$ cat src/design/npcm_pkg.sv
`default_nettype none
// ----------------------------------------------------------------------------
// npcm_pkg
// Shared types and constants for the nearest palette color match block.
// ----------------------------------------------------------------------------
package npcm_pkg;

  localparam int PALETTE_ENTRIES = 256;
  localparam int SCAN_LEN        = (PALETTE_ENTRIES < 256) ? PALETTE_ENTRIES : 256;
  localparam int ADDR_W          = $clog2(PALETTE_ENTRIES);
  localparam int IDX_W           = $clog2(SCAN_LEN);
  localparam int CH_W            = 8;
  localparam int SLOT_W          = 8;
  localparam int SUM_W           = CH_W + 1;
  localparam int SQ_W            = 2 * CH_W;
  localparam int WT_W            = 11;
  localparam int PROD_W          = WT_W + SQ_W;
  localparam int DIST_W          = 29;

  localparam logic [WT_W-1:0] RED_WT_BASE  = WT_W'(1024);
  localparam logic [WT_W-1:0] BLUE_WT_BASE = WT_W'(1534);
  localparam int              GREEN_SHIFT  = 11;

  localparam logic REQ_WRITE = 1'b0;
  localparam logic REQ_QUERY = 1'b1;

  typedef struct packed {
    logic [CH_W-1:0] red;
    logic [CH_W-1:0] green;
    logic [CH_W-1:0] blue;
  } rgb_t;

  typedef struct packed {
    logic             valid;
    logic             last;
    logic [IDX_W-1:0] idx;
  } scan_tag_t;

  typedef struct packed {
    scan_tag_t         tag;
    logic [DIST_W-1:0] distance;
  } dist_res_t;

endpackage
`default_nettype wire

$ cat src/design/npcm_dist.sv
`default_nettype none
// ----------------------------------------------------------------------------
// npcm_dist
// Pipelined redmean distance between the query color and one palette entry.
// ----------------------------------------------------------------------------
module npcm_dist
  import npcm_pkg::*;
(
  input  wire logic      clk,
  input  wire logic      rst_n,
  input  wire scan_tag_t issue_tag,
  input  wire rgb_t      query,
  input  wire rgb_t      entry,
  output dist_res_t      res
);

  scan_tag_t         t0_r, t1_r, t2_r, t3_r, t4_r;
  logic [SUM_W-1:0]  s1_r;
  logic [CH_W-1:0]   dr1_r, dg1_r, db1_r;
  logic [SQ_W-1:0]   dr2_r, dg2_r, db2_r;
  logic [WT_W-1:0]   wr2_r, wb2_r;
  logic [PROD_W-1:0] pr3_r, pg3_r, pb3_r;
  logic [DIST_W-1:0] d4_r;

  function automatic logic [CH_W-1:0] abs_diff(input logic [CH_W-1:0] a,
                                               input logic [CH_W-1:0] b);
    abs_diff = (a > b) ? (a - b) : (b - a);
  endfunction

  // tag pipeline, ram read latency first
  always_ff @(posedge clk) begin
    if (!rst_n) begin
      t0_r <= '0;
      t1_r <= '0;
      t2_r <= '0;
      t3_r <= '0;
      t4_r <= '0;
    end else begin
      t0_r <= issue_tag;
      t1_r <= t0_r;
      t2_r <= t1_r;
      t3_r <= t2_r;
      t4_r <= t3_r;
    end
  end

  always_ff @(posedge clk) begin
    s1_r  <= SUM_W'(query.red) + SUM_W'(entry.red);
    dr1_r <= abs_diff(query.red, entry.red);
    dg1_r <= abs_diff(query.green, entry.green);
    db1_r <= abs_diff(query.blue, entry.blue);

    dr2_r <= SQ_W'(dr1_r) * SQ_W'(dr1_r);
    dg2_r <= SQ_W'(dg1_r) * SQ_W'(dg1_r);
    db2_r <= SQ_W'(db1_r) * SQ_W'(db1_r);
    wr2_r <= RED_WT_BASE + WT_W'(s1_r);
    wb2_r <= BLUE_WT_BASE - WT_W'(s1_r);

    pr3_r <= PROD_W'(wr2_r) * PROD_W'(dr2_r);
    pg3_r <= PROD_W'(dg2_r) << GREEN_SHIFT;
    pb3_r <= PROD_W'(wb2_r) * PROD_W'(db2_r);

    d4_r  <= DIST_W'(pr3_r) + DIST_W'(pg3_r) + DIST_W'(pb3_r);
  end

  assign res.tag      = t4_r;
  assign res.distance = d4_r;

endmodule
`default_nettype wire

$ cat config.mk
export PLATFORM = sky130hd
export DESIGN_NAME = npcm_dist
export DESIGN_NICKNAME = d
export VERILOG_FILES = /design/src/design/npcm_pkg.sv /design/src/design/npcm_dist.sv
export SDC_FILE = /design/constraint.sdc
export NUM_CORES = 1
export LEC_CHECK = 0
export BUFFER_PORTS_ARGS = -buffer_cell sky130_fd_sc_hd__buf_2
export CAP_MARGIN = 10
export CELL_PAD_IN_SITES_DETAIL_PLACEMENT = 1
export CELL_PAD_IN_SITES_GLOBAL_PLACEMENT = 2
export CORE_MARGIN = 2
export CORE_UTILIZATION = 40
export DETAILED_ROUTE_END_ITERATION = 16
export GPL_TIMING_DRIVEN = 1
export PLACE_DENSITY = 0.92
export SKIP_CTS_REPAIR_TIMING = 1
export SLEW_MARGIN = 10
export SYNTH_ARGS = -nofsm -noshare
export SYNTH_HDL_FRONTEND = slang
export SYNTH_SLANG_ARGS = --single-unit
$ cat constraint.sdc
create_clock -name clk -period 7.2 [get_ports clk]
set_clock_uncertainty 0.15 [all_clocks]
set_input_delay 1.44 -clock clk [delete_from_list [all_inputs] [get_ports clk]]
set_output_delay 1.44 -clock clk [all_outputs]
set_load 0.01 [all_outputs]
==> flow_metrics.env <==
export IMPL_met3_usage_pct=2.153
export IMPL_h_tree_depth=1
export IMPL_drc=0
export IMPL_crit_path_end_kind="register"
export IMPL_cp_arrival_ns=5.99
export IMPL_antenna_found_initial=5
export IMPL_n_fill_cell=7233
export IMPL_busiest_layer="met2"
export IMPL_clock_sinks=243
export IMPL_core_area_um2=62740
export IMPL_die_area_um2=65180
export IMPL_dp_cells=3605
export IMPL_path_max_fanout=15
export IMPL_required_ns=7.55
export IMPL_design_area_um2=27550
export IMPL_wl_per_cell_um=16.38
export IMPL_routabilityCongestion=0.8649
export IMPL_io_pin_count=99
export IMPL_via_count=18352
export IMPL_clockBufferDepth=3
export IMPL_ys_flop_type="dfxtp_1"
export IMPL_fin_crit_sh_pct=78.35
export IMPL_die_w_um=255.3
export IMPL_synth_cell_types=76
export IMPL_hpwl_mm=50.15
export IMPL_ant_nets=0
export IMPL_insertion_delay_ns=0.58
export IMPL_cts_root_buf="clkbuf_16"
export IMPL_drt_total_wl_mm=59.95
export IMPL_synthTopCellsByArea="fa_1 (26%), dfxtp_1 (19%), ha_1 (16%)"
export IMPL_hold_path_class="reg -> reg"
export IMPL_vias_per_cell=5.016
export IMPL_synth_top_cell_area_share_pct=25.67
export IMPL_grt_first_pass_wirelength_mm=103.0
export IMPL_layout_min_cycle_time_ns=5.641
export IMPL_place_area_um2=26590
export IMPL_die_y_um=255.3
export IMPL_synth_seq_cells=243
export IMPL_netlist_instances=2721
export IMPL_drtIter0Drc=599
export IMPL_cts_clk_slew_worst_paths_ns=0.06
export IMPL_synth_edf_count=0
export IMPL_rows=92
export IMPL_use_met1_pct=23.26
export IMPL_final_common_cell="inv_1"
export IMPL_yosys_area_top_type="fa_1"
export IMPL_synthArstFlopShare_pct=0
export IMPL_drv_slew=0
export IMPL_status="finished, final reports clean"
export IMPL_syn_to_final_growth_pct=9.044
export IMPL_finalHoldViolCount=0
export IMPL_insertedDiodeCount=0
export IMPL_fmax_mhz=177.3
export IMPL_start_kind="register"
export IMPL_syn_cell_area_um2=25260
export IMPL_grt_usage_pct=18.84
export IMPL_layout_drive_gt1_share_pct=6.612
export IMPL_num_nets_final=3495
export IMPL_tns_ns=0
export IMPL_relSlewSlack_pct=48.46
export IMPL_mostFrequentLayoutCells="inv_1 (471), fa_1 (324), ha_1 (321), and2_1 (283), dfxtp_1 (243)"
export IMPL_start_util_pct=40.27
export IMPL_overflow=0
export IMPL_yosys_warnings=0
export IMPL_drt_pass1_iterations=5
export IMPL_place_port_buffers=98
export IMPL_yosysSeqAreaShare_pct=19.26
export IMPL_tritoncts="yes"
export IMPL_grt_pass1_vias=20995
export IMPL_instances_no_fill=3659
export IMPL_syn_area_per_cell_um2=9.284
export IMPL_setup_viol=0
export IMPL_use_met2_pct=34.74
export IMPL_crit_type="reg -> reg"
export IMPL_holdWs_ns=0.1715
export IMPL_cts_made_buffers=29
export IMPL_grt_max_degree=51
export IMPL_rsz0062_at_grt="no"
export IMPL_worst_pin_slew_ns=0.7721
export IMPL_drv_max_cap_violation_count=0
## cells by family (layout without fill, tap and decap cells)
group / count (synthesis) / after routing / synth area share [%]
other cells: 1 / 12 / 0.01484
compound gates: 390 / 390 / 10.55
simple gates: 773 / 773 / 16.11
flops: 243 / 243 / 19.26
fa+ha+maj: 645 / 645 / 41.57
xor+xnor: 119 / 119 / 4.126
buf+inv: 543 / 624 / 8.078
mux: 7 / 7 / 0.2922
## area by class of cell
| type | instances | area, um2 | area share [%] |
|---|---|---|---|
| inverters | 471 | 1768 | 6.418 |
| clock buffers | 34 | 774.5 | 2.811 |
| repair buffers | 99 | 498.0 | 1.808 |
| clock inverters | 20 | 185.2 | 0.6722 |
| flip-flops and latches | 243 | 4865 | 17.66 |
| multi-input cells | 1946 | 18400 | 66.79 |
| well taps | 846 | 1059 | 3.842 |
## flip-flops by register name (all words and copies together) (netlist names)
register,flops
d4_r,29
pb3_r,27
pr3_r,27
db2_r,15
dg2_r,15
pg3_r,15
dr2_r,14
wb2_r,11
res,10
t0_r,10
t1_r,10
t2_r,10
t3_r,10
db1_r,8
dg1_r,8
dr1_r,8
s1_r,8
wr2_r,8
## stage by stage
stage                     util, %  setup WS [ns]
after detailed placement    42.38          1.556
after floorplan                 -          2.034
after global routing        43.91          1.214
final                       43.91          1.559
after CTS                   43.91          1.519
after global placement      42.38          1.747
## critical path, stage by stage, from the launching register on
cell	delay (ns)
dfxtp_1	0.65
nand2_1	0.16
fa_1	0.59
fa_1	0.46
fa_1	0.56
inv_1	0.06
fa_1	0.49
inv_1	0.05
fa_1	0.48
inv_1	0.04
ha_1	0.34
a2111o_1	0.43
o221a_2	0.27
o21ai_2	0.22
o21ai_0	0.19
o221ai_1	0.21
a21boi_0	0.21
## cells in the mapped netlist (20+ instances only)
cell type / count
inv_1: 471
fa_1: 324
ha_1: 321
and2_1: 283
dfxtp_1: 243
nand2_1: 215
a21oi_1: 104
xnor2_1: 82
nor2_1: 76
clkbuf_1: 69
o21ai_0: 58
a21o_1: 47
nor3_1: 41
xor2_1: 37
nor2b_1: 33
nand3_1: 29
o21a_1: 29
and3_1: 20
## worst paths after layout
path | start | to | slack (ns) | depth (start not counted)
setup reg to reg | wb2_r[2]$_DFF_P_ | pb3_r[26]$_DFF_P_ | 1.56 | 16
hold / removal | dg2_r[13]$_DFF_P_ | pg3_r[24]$_DFF_P_ | 0.17 | 0
hold reg to reg | dg2_r[13]$_DFF_P_ | pg3_r[24]$_DFF_P_ | 0.17 | 0
setup / recovery | wb2_r[2]$_DFF_P_ | pb3_r[26]$_DFF_P_ | 1.56 | 16
## layer usage
metal | wire length [um] | up-vias
li1 | - | 8826
met1 | 26530 | 9205
met2 | 30440 | 229
met3 | 1661 | 88
met4 | 1292 | 4
met5 | 29 | -
Power is not shown: default switching activity piles up to over one toggle a cycle in this logic, so the estimate is an artifact.
