==> config.mk <==
export PLATFORM = sky130hd
export DESIGN_NAME = npcm_ctrl
export DESIGN_NICKNAME = d
export VERILOG_FILES = /design/src/design/npcm_pkg.sv /design/src/design/npcm_ctrl.sv
export SDC_FILE = /design/constraint.sdc
export NUM_CORES = 1
export LEC_CHECK = 0
export BUFFER_PORTS_ARGS = -buffer_cell sky130_fd_sc_hd__buf_4
export CAP_MARGIN = 20
export CORE_MARGIN = 2
export CORE_UTILIZATION = 45
export DETAILED_ROUTE_END_ITERATION = 8
export PLACE_DENSITY = 0.82
export SYNTH_ARGS = -nofsm -noshare
export SYNTH_HDL_FRONTEND = slang
export SYNTH_SLANG_ARGS = --single-unit
==> constraint.sdc <==
create_clock -name clk -period 3.82 [get_ports clk]
set_input_delay 0.764 -clock clk [delete_from_list [all_inputs] [get_ports clk]]
set_output_delay 0.764 -clock clk [all_outputs]
set_load 0.01 [all_outputs]
==> src/design/npcm_pkg.sv <==
`default_nettype none
// ----------------------------------------------------------------------------
// npcm_pkg
// Shared types and constants for the nearest palette color match block.
// ----------------------------------------------------------------------------
package npcm_pkg;

  localparam int PALETTE_ENTRIES = 256;
  localparam int SCAN_LEN        = (PALETTE_ENTRIES < 256) ? PALETTE_ENTRIES : 256;
  localparam int ADDR_W          = $clog2(PALETTE_ENTRIES);
  localparam int IDX_W           = $clog2(SCAN_LEN);
  localparam int CH_W            = 8;
  localparam int SLOT_W          = 8;
  localparam int SUM_W           = CH_W + 1;
  localparam int SQ_W            = 2 * CH_W;
  localparam int WT_W            = 11;
  localparam int PROD_W          = WT_W + SQ_W;
  localparam int DIST_W          = 29;

  localparam logic [WT_W-1:0] RED_WT_BASE  = WT_W'(1024);
  localparam logic [WT_W-1:0] BLUE_WT_BASE = WT_W'(1534);
  localparam int              GREEN_SHIFT  = 11;

  localparam logic REQ_WRITE = 1'b0;
  localparam logic REQ_QUERY = 1'b1;

  typedef struct packed {
    logic [CH_W-1:0] red;
    logic [CH_W-1:0] green;
    logic [CH_W-1:0] blue;
  } rgb_t;

  typedef struct packed {
    logic             valid;
    logic             last;
    logic [IDX_W-1:0] idx;
  } scan_tag_t;

  typedef struct packed {
    scan_tag_t         tag;
    logic [DIST_W-1:0] distance;
  } dist_res_t;

endpackage
`default_nettype wire

==> src/design/npcm_ctrl.sv <==
`default_nettype none
// ----------------------------------------------------------------------------
// npcm_ctrl
// Request sequencer: palette writes, scan address generation, running
// minimum and the result register.
// ----------------------------------------------------------------------------
module npcm_ctrl
  import npcm_pkg::*;
(
  input  wire logic              clk,
  input  wire logic              rst_n,
  input  wire logic              in_valid,
  output logic                   in_ready,
  input  wire logic              in_req_type,
  input  wire logic [SLOT_W-1:0] in_slot,
  input  wire rgb_t              in_color,
  output logic                   out_valid,
  input  wire logic              out_ready,
  output logic [SLOT_W-1:0]      out_query_slot,
  output logic [7:0]             out_best_index,
  output logic                   wr_en,
  output logic [ADDR_W-1:0]      wr_addr,
  output rgb_t                   wr_data,
  output logic                   rd_en,
  output logic [ADDR_W-1:0]      rd_addr,
  output scan_tag_t              issue_tag,
  output rgb_t                   query,
  input  wire dist_res_t         dres
);

  typedef enum logic [3:0] {
    ST_IDLE  = 4'b0001,
    ST_SCAN  = 4'b0010,
    ST_DRAIN = 4'b0100,
    ST_DONE  = 4'b1000
  } state_t;

  state_t            state_r, state_nxt;
  logic [IDX_W-1:0]  idx_r, idx_nxt;
  logic [SLOT_W-1:0] qslot_r, qslot_nxt;
  rgb_t              qcolor_r, qcolor_nxt;
  logic [IDX_W-1:0]  best_idx_r, best_idx_nxt;
  logic [DIST_W-1:0] best_d_r, best_d_nxt;
  logic              out_valid_r, out_valid_nxt;
  logic [SLOT_W-1:0] out_slot_r, out_slot_nxt;
  logic [IDX_W-1:0]  out_best_r, out_best_nxt;

  logic accept;
  logic black_zero;
  logic take_min;
  logic last_idx;
  logic out_free;

  assign in_ready   = (state_r == ST_IDLE);
  assign accept     = in_valid && in_ready;
  assign black_zero = (in_slot == '0) && (in_color == '0);
  assign last_idx   = (idx_r == IDX_W'(SCAN_LEN - 1));
  assign out_free   = !out_valid_r || out_ready;
  assign take_min   = dres.tag.valid && ((dres.tag.idx == '0) || (dres.distance < best_d_r));

  // palette write straight from the input transfer
  assign wr_en   = accept && (in_req_type == REQ_WRITE) && (int'(in_slot) < PALETTE_ENTRIES);
  assign wr_addr = ADDR_W'(in_slot);
  assign wr_data = in_color;

  assign rd_en           = (state_r == ST_SCAN);
  assign rd_addr         = ADDR_W'(idx_r);
  assign issue_tag.valid = (state_r == ST_SCAN);
  assign issue_tag.last  = last_idx;
  assign issue_tag.idx   = idx_r;
  assign query           = qcolor_r;

  always_comb begin
    state_nxt     = state_r;
    idx_nxt       = idx_r;
    qslot_nxt     = qslot_r;
    qcolor_nxt    = qcolor_r;
    best_idx_nxt  = best_idx_r;
    best_d_nxt    = best_d_r;
    out_valid_nxt = out_valid_r && !out_ready;
    out_slot_nxt  = out_slot_r;
    out_best_nxt  = out_best_r;

    // running minimum, first minimum wins
    if (take_min) begin
      best_idx_nxt = dres.tag.idx;
      best_d_nxt   = dres.distance;
    end

    unique case (state_r)
      ST_IDLE: begin
        if (accept && (in_req_type == REQ_QUERY)) begin
          qslot_nxt  = in_slot;
          qcolor_nxt = in_color;
          idx_nxt    = '0;
          if (black_zero) begin
            best_idx_nxt = '0;
            state_nxt    = ST_DONE;
          end else begin
            state_nxt = ST_SCAN;
          end
        end
      end
      ST_SCAN: begin
        idx_nxt = idx_r + IDX_W'(1);
        if (last_idx) begin
          state_nxt = ST_DRAIN;
        end
      end
      ST_DRAIN: begin
        if (dres.tag.valid && dres.tag.last) begin
          state_nxt = ST_DONE;
        end
      end
      ST_DONE: begin
        if (out_free) begin
          out_valid_nxt = 1'b1;
          out_slot_nxt  = qslot_r;
          out_best_nxt  = best_idx_r;
          state_nxt     = ST_IDLE;
        end
      end
      default: begin
        state_nxt = ST_IDLE;
      end
    endcase
  end

  always_ff @(posedge clk) begin
    if (!rst_n) begin
      state_r     <= ST_IDLE;
      out_valid_r <= 1'b0;
    end else begin
      state_r     <= state_nxt;
      out_valid_r <= out_valid_nxt;
    end
  end

  always_ff @(posedge clk) begin
    idx_r      <= idx_nxt;
    qslot_r    <= qslot_nxt;
    qcolor_r   <= qcolor_nxt;
    best_idx_r <= best_idx_nxt;
    best_d_r   <= best_d_nxt;
    out_slot_r <= out_slot_nxt;
    out_best_r <= out_best_nxt;
  end

  assign out_valid      = out_valid_r;
  assign out_query_slot = out_slot_r;
  assign out_best_index = 8'(out_best_r);

endmodule
`default_nettype wire

==> key figures <==
GRT
  • Largest net degree at the start of global routing: 30
  • Vias in the first global route: 3,307
  • Initial antenna violation count: 0
  • First-pass GRT wire length: 16.3 mm
  • Congestion Overflow GR: 0
  • Total GRT Usage: 18.9%

Place
  • Placed Cells: a little over 600
  • HPWL after DPL: 8.09 mm
  • IO Port Bufs: 169
  • Routability Congestion: 0.839
  • Area post-placement: around 0.0057 sq mm

Die
  • Area of the core: 0.0102 sq mm
  • Starting density of the core: 45.6%
  • Die span in y: 106 um
  • Die ar.: 0.0112 sq mm
  • I/O Pins: 170
  • Num rows: 37
  • Horiz. Die Dim: 106 um

Setup path
  • Data required, critical path: 3.90 ns
  • Kind of critical path: input port to register
  • R2R depth: 8
  • CP Buf/Inv Count: 2
  • Reg2Reg Setup Slack: 1.24 ns
  • Crit-path most repeated cell: buf_4
  • Crit path from: dres[27]
  • CP delay by family, top: simple AND/OR/NAND/NOR gates
  • Slowest Stage Delay on Critical Path: 0.43 ns
  • R2r startpoint: best_d_r[27]$_DFFE_PN_
  • Worst path cell trace: buf_4, ha_1, nand4_1, nor4_4, and3_1, o21ai_1, and2_1, buf_4
  • Slowest cell on crit path: nor4_4
  • Worst path arrival time: roughly 2.8 ns
  • Worst reg2reg path endpoint: best_d_r[8]$_DFFE_PN_
  • Crit start category: input port
  • Critical Path Fanout Max: 29
  • CP Capture Type: register

Layout
  • Fraction of layout cells with a size suffix above 1: 39.6%
  • Fin area: 0.00591 sq mm
  • N_diodes: 0
  • Fillers: 796
  • Syn-to-layout area delta: 27.2%
  • Multi-input gate area: about 0.0013 sq mm
  • # nets final: 597
  • FF/Latch Area: roughly 0.0028 sq mm
  • Final non-filler cell total: 633

Drt
  • Vias: around 3,300
  • DRC: 0
  • Total wire length: 10.4 mm
  • Final ANT Viol Nets: 0
  • Initial DRC count: 98
  • DRT Pass-1 Iters: 4
  • WL per Instance: 16.5 um
  • Vias per cell: slightly above 5

Yosys
  • Ys async rst share: 0%
  • Post-synthesis instance total: around 360
  • FF+latch count, synth: 98
  • Synth unique cells: 44
  • Synth Warn #: 0
  • Dominant cell type by area after synthesis: edfxtp_1
  • Mapped Area: 0.00465 sq mm
  • Number of synthesized flops with an enable pin: 85
  • Top cells by area, synth: edfxtp_1 55%, ha_1 7.8%, buf_4 6.9%, dfxtp_1 5.6%, nand3_1 2.4%
  • Sequential share of the synthesized area: roughly three fifths
  • Mean Syn Cell Area: around 13 sq um
  • Primary flip-flop cell chosen by synthesis mapping: edfxtp_1
  • Mapped Nets: 462
  • Post-synth top area share: 54.9%
  • Most frequent cell after synthesis: edfxtp_1
  • Commonest cells post-synth: 85 x edfxtp_1, 43 x buf_4, 29 x ha_1, 29 x inv_1, 22 x nand3_1

STA
  • Clock skew: 0.0100 ns
  • Slew @ Worst Pin: 0.716 ns
  • Setup TNS: 0 ns
  • RSZ-0062 raised after global routing: no
  • Slew Limit Fails: 0
  • Worst slew margin: 52.2%
  • Maximum clock rate: 367 MHz
  • Hold Fails Final Rpt: 0
  • Final setup viols: 0
  • Final period util: between 70% and 80%
  • Post-layout min period: 2.73 ns

Pwr
  • Final Total Pwr: 2.70 mW
  • Leak Pwr: approximately 2.6 nW
  • Pwr/cell area: 457 mW/mm^2
  • VDD IR max: about 360 uV

CTS
  • Clock Latency Late Sink: 0.36 ns
  • Clock tree buffer depth: 2
  • Clock root cell: clkbuf_8
  • CTS tree: built
  • Clock transition at the registers of the reported paths: 0.10 ns
  • PostCTS Resize Cnt: 0
  • Number of post-CTS setup repair buffers: 0
  • Number of H-tree levels: 3
  • Hold buffer count at cts: 0
  • TritonCTS Buffers: 9
  • Clock sink count: 98

Run status
  • Status: complete, no violations

Hold path
  • Hold Crit Depth: 0
  • HP Start: qslot_r[4]$_DFFE_PP_
  • Worst hold endpoint: out_query_slot[4]$_DFFE_PP_
  • Hold Path Class: register to register

Flow run
  • # Max-Cap Violations: 0
logic make-up after synthesis:
| logic type | synth area share [%] |
|---|---|
| flops | 60.5 |
| xor+xnor | 0.943 |
| compound gates | 6.57 |
| buf+inv | 10.6 |
| simple gates | 13.6 |
| fa+ha+maj | 7.81 |
worst max-delay path by stage:
stage | end | slack [ns] | cells past startpoint
2_1_floorplan | best_d_r[0]$_DFFE_PN_ | 0.70 | 7
3_3_place_gp | best_d_r[24]$_DFFE_PN_ | 0.82 | 9
3_5_place_dp | best_d_r[11]$_DFFE_PN_ | 0.72 | 9
4_1_cts | best_d_r[8]$_DFFE_PN_ | 1.11 | 9
5_1_grt | best_d_r[15]$_DFFE_PN_ | 0.98 | 8
6_report | best_d_r[8]$_DFFE_PN_ | 1.09 | 8
layout by cell type, fill, tap and decap left out, types with 2 or more instances in the layout:
| cell type | count |
|---|---|
| o2111ai_1 | 9 |
| and2_1 | 3 |
| edfxtp_1 | 85 |
| clkbuf_8 | 9 |
| clkinv_4 | 2 |
| nand4_1 | 11 |
| o21ai_0 | 3 |
| nand2b_1 | 3 |
| xor2_1 | 2 |
| a21boi_1 | 2 |
| nand2_1 | 10 |
| nand3b_1 | 8 |
| o21ai_1 | 4 |
| nor2_1 | 13 |
| buf_4 | 172 |
| xnor2_1 | 3 |
| ha_1 | 29 |
| or4b_1 | 3 |
| and3_1 | 13 |
| a211oi_2 | 2 |
| a21oi_1 | 12 |
| dfxtp_1 | 13 |
| a21o_1 | 2 |
| inv_2 | 2 |
| nand3_1 | 22 |
| nor4_1 | 10 |
| inv_1 | 29 |
| or3_1 | 2 |
final cells by class:
cell class | count | area share (%)
multi-input cells | 180 | 22.7
repair buffers | 172 | 21.8
well taps | 136 | 2.88
flip-flops and latches | 98 | 47.6
clock buffers | 9 | 2.10
inverters | 31 | 1.97
clock inverters | 7 | 0.910
per-stage QoR:
step | hold WS, ns | utilization, % | setup WS (ns)
CTS | 0.432 | 58.0 | 1.11
global placement | 0.405 | 56.3 | 0.821
global route | 0.448 | 58.0 | 0.978
finish | 0.428 | 58.0 | 1.09
detailed placement | 0.408 | 56.3 | 0.723
floorplan | 0.400 | - | 0.703
worst register-to-register path, delay by kind of cell (launching register included):
kind	cells	cell delay [ns]
flip-flops	1	0.34
adder cells (fa/ha/maj)	1	0.31
buffers and inverters	2	0.28
AO/OA/AOI/OAI	1	0.08
AND/OR/NAND/NOR	4	1.29
registers in the layout, summed over array words and instances, names as in the netlist:
register        count
best_d_r           29
query              24
best_idx_r          8
out_best_index      8
out_query_slot      8
qslot_r             8
rd_addr             8
state_r             4
out_valid           1
power by group:
part / switching, mW / total (mW) / internal [mW]
Sequential: 0.0866 / 1.43 / 1.34
Combinational: 0.337 / 0.650 / 0.314
Clock: 0.375 / 0.618 / 0.243
Total: 0.798 / 2.70 / 1.90
routing by layer:
metal | vias up | global-route usage [%] | wire length [um]
met5 | - | 0 | 0
met4 | 0 | 8.93 | 265
met3 | 20 | 4.70 | 742
met2 | 144 | 31.9 | 5200
met1 | 1535 | 22.7 | 4230
li1 | 1556 | - | -
Note: power is estimated with default switching activity, not from simulation.
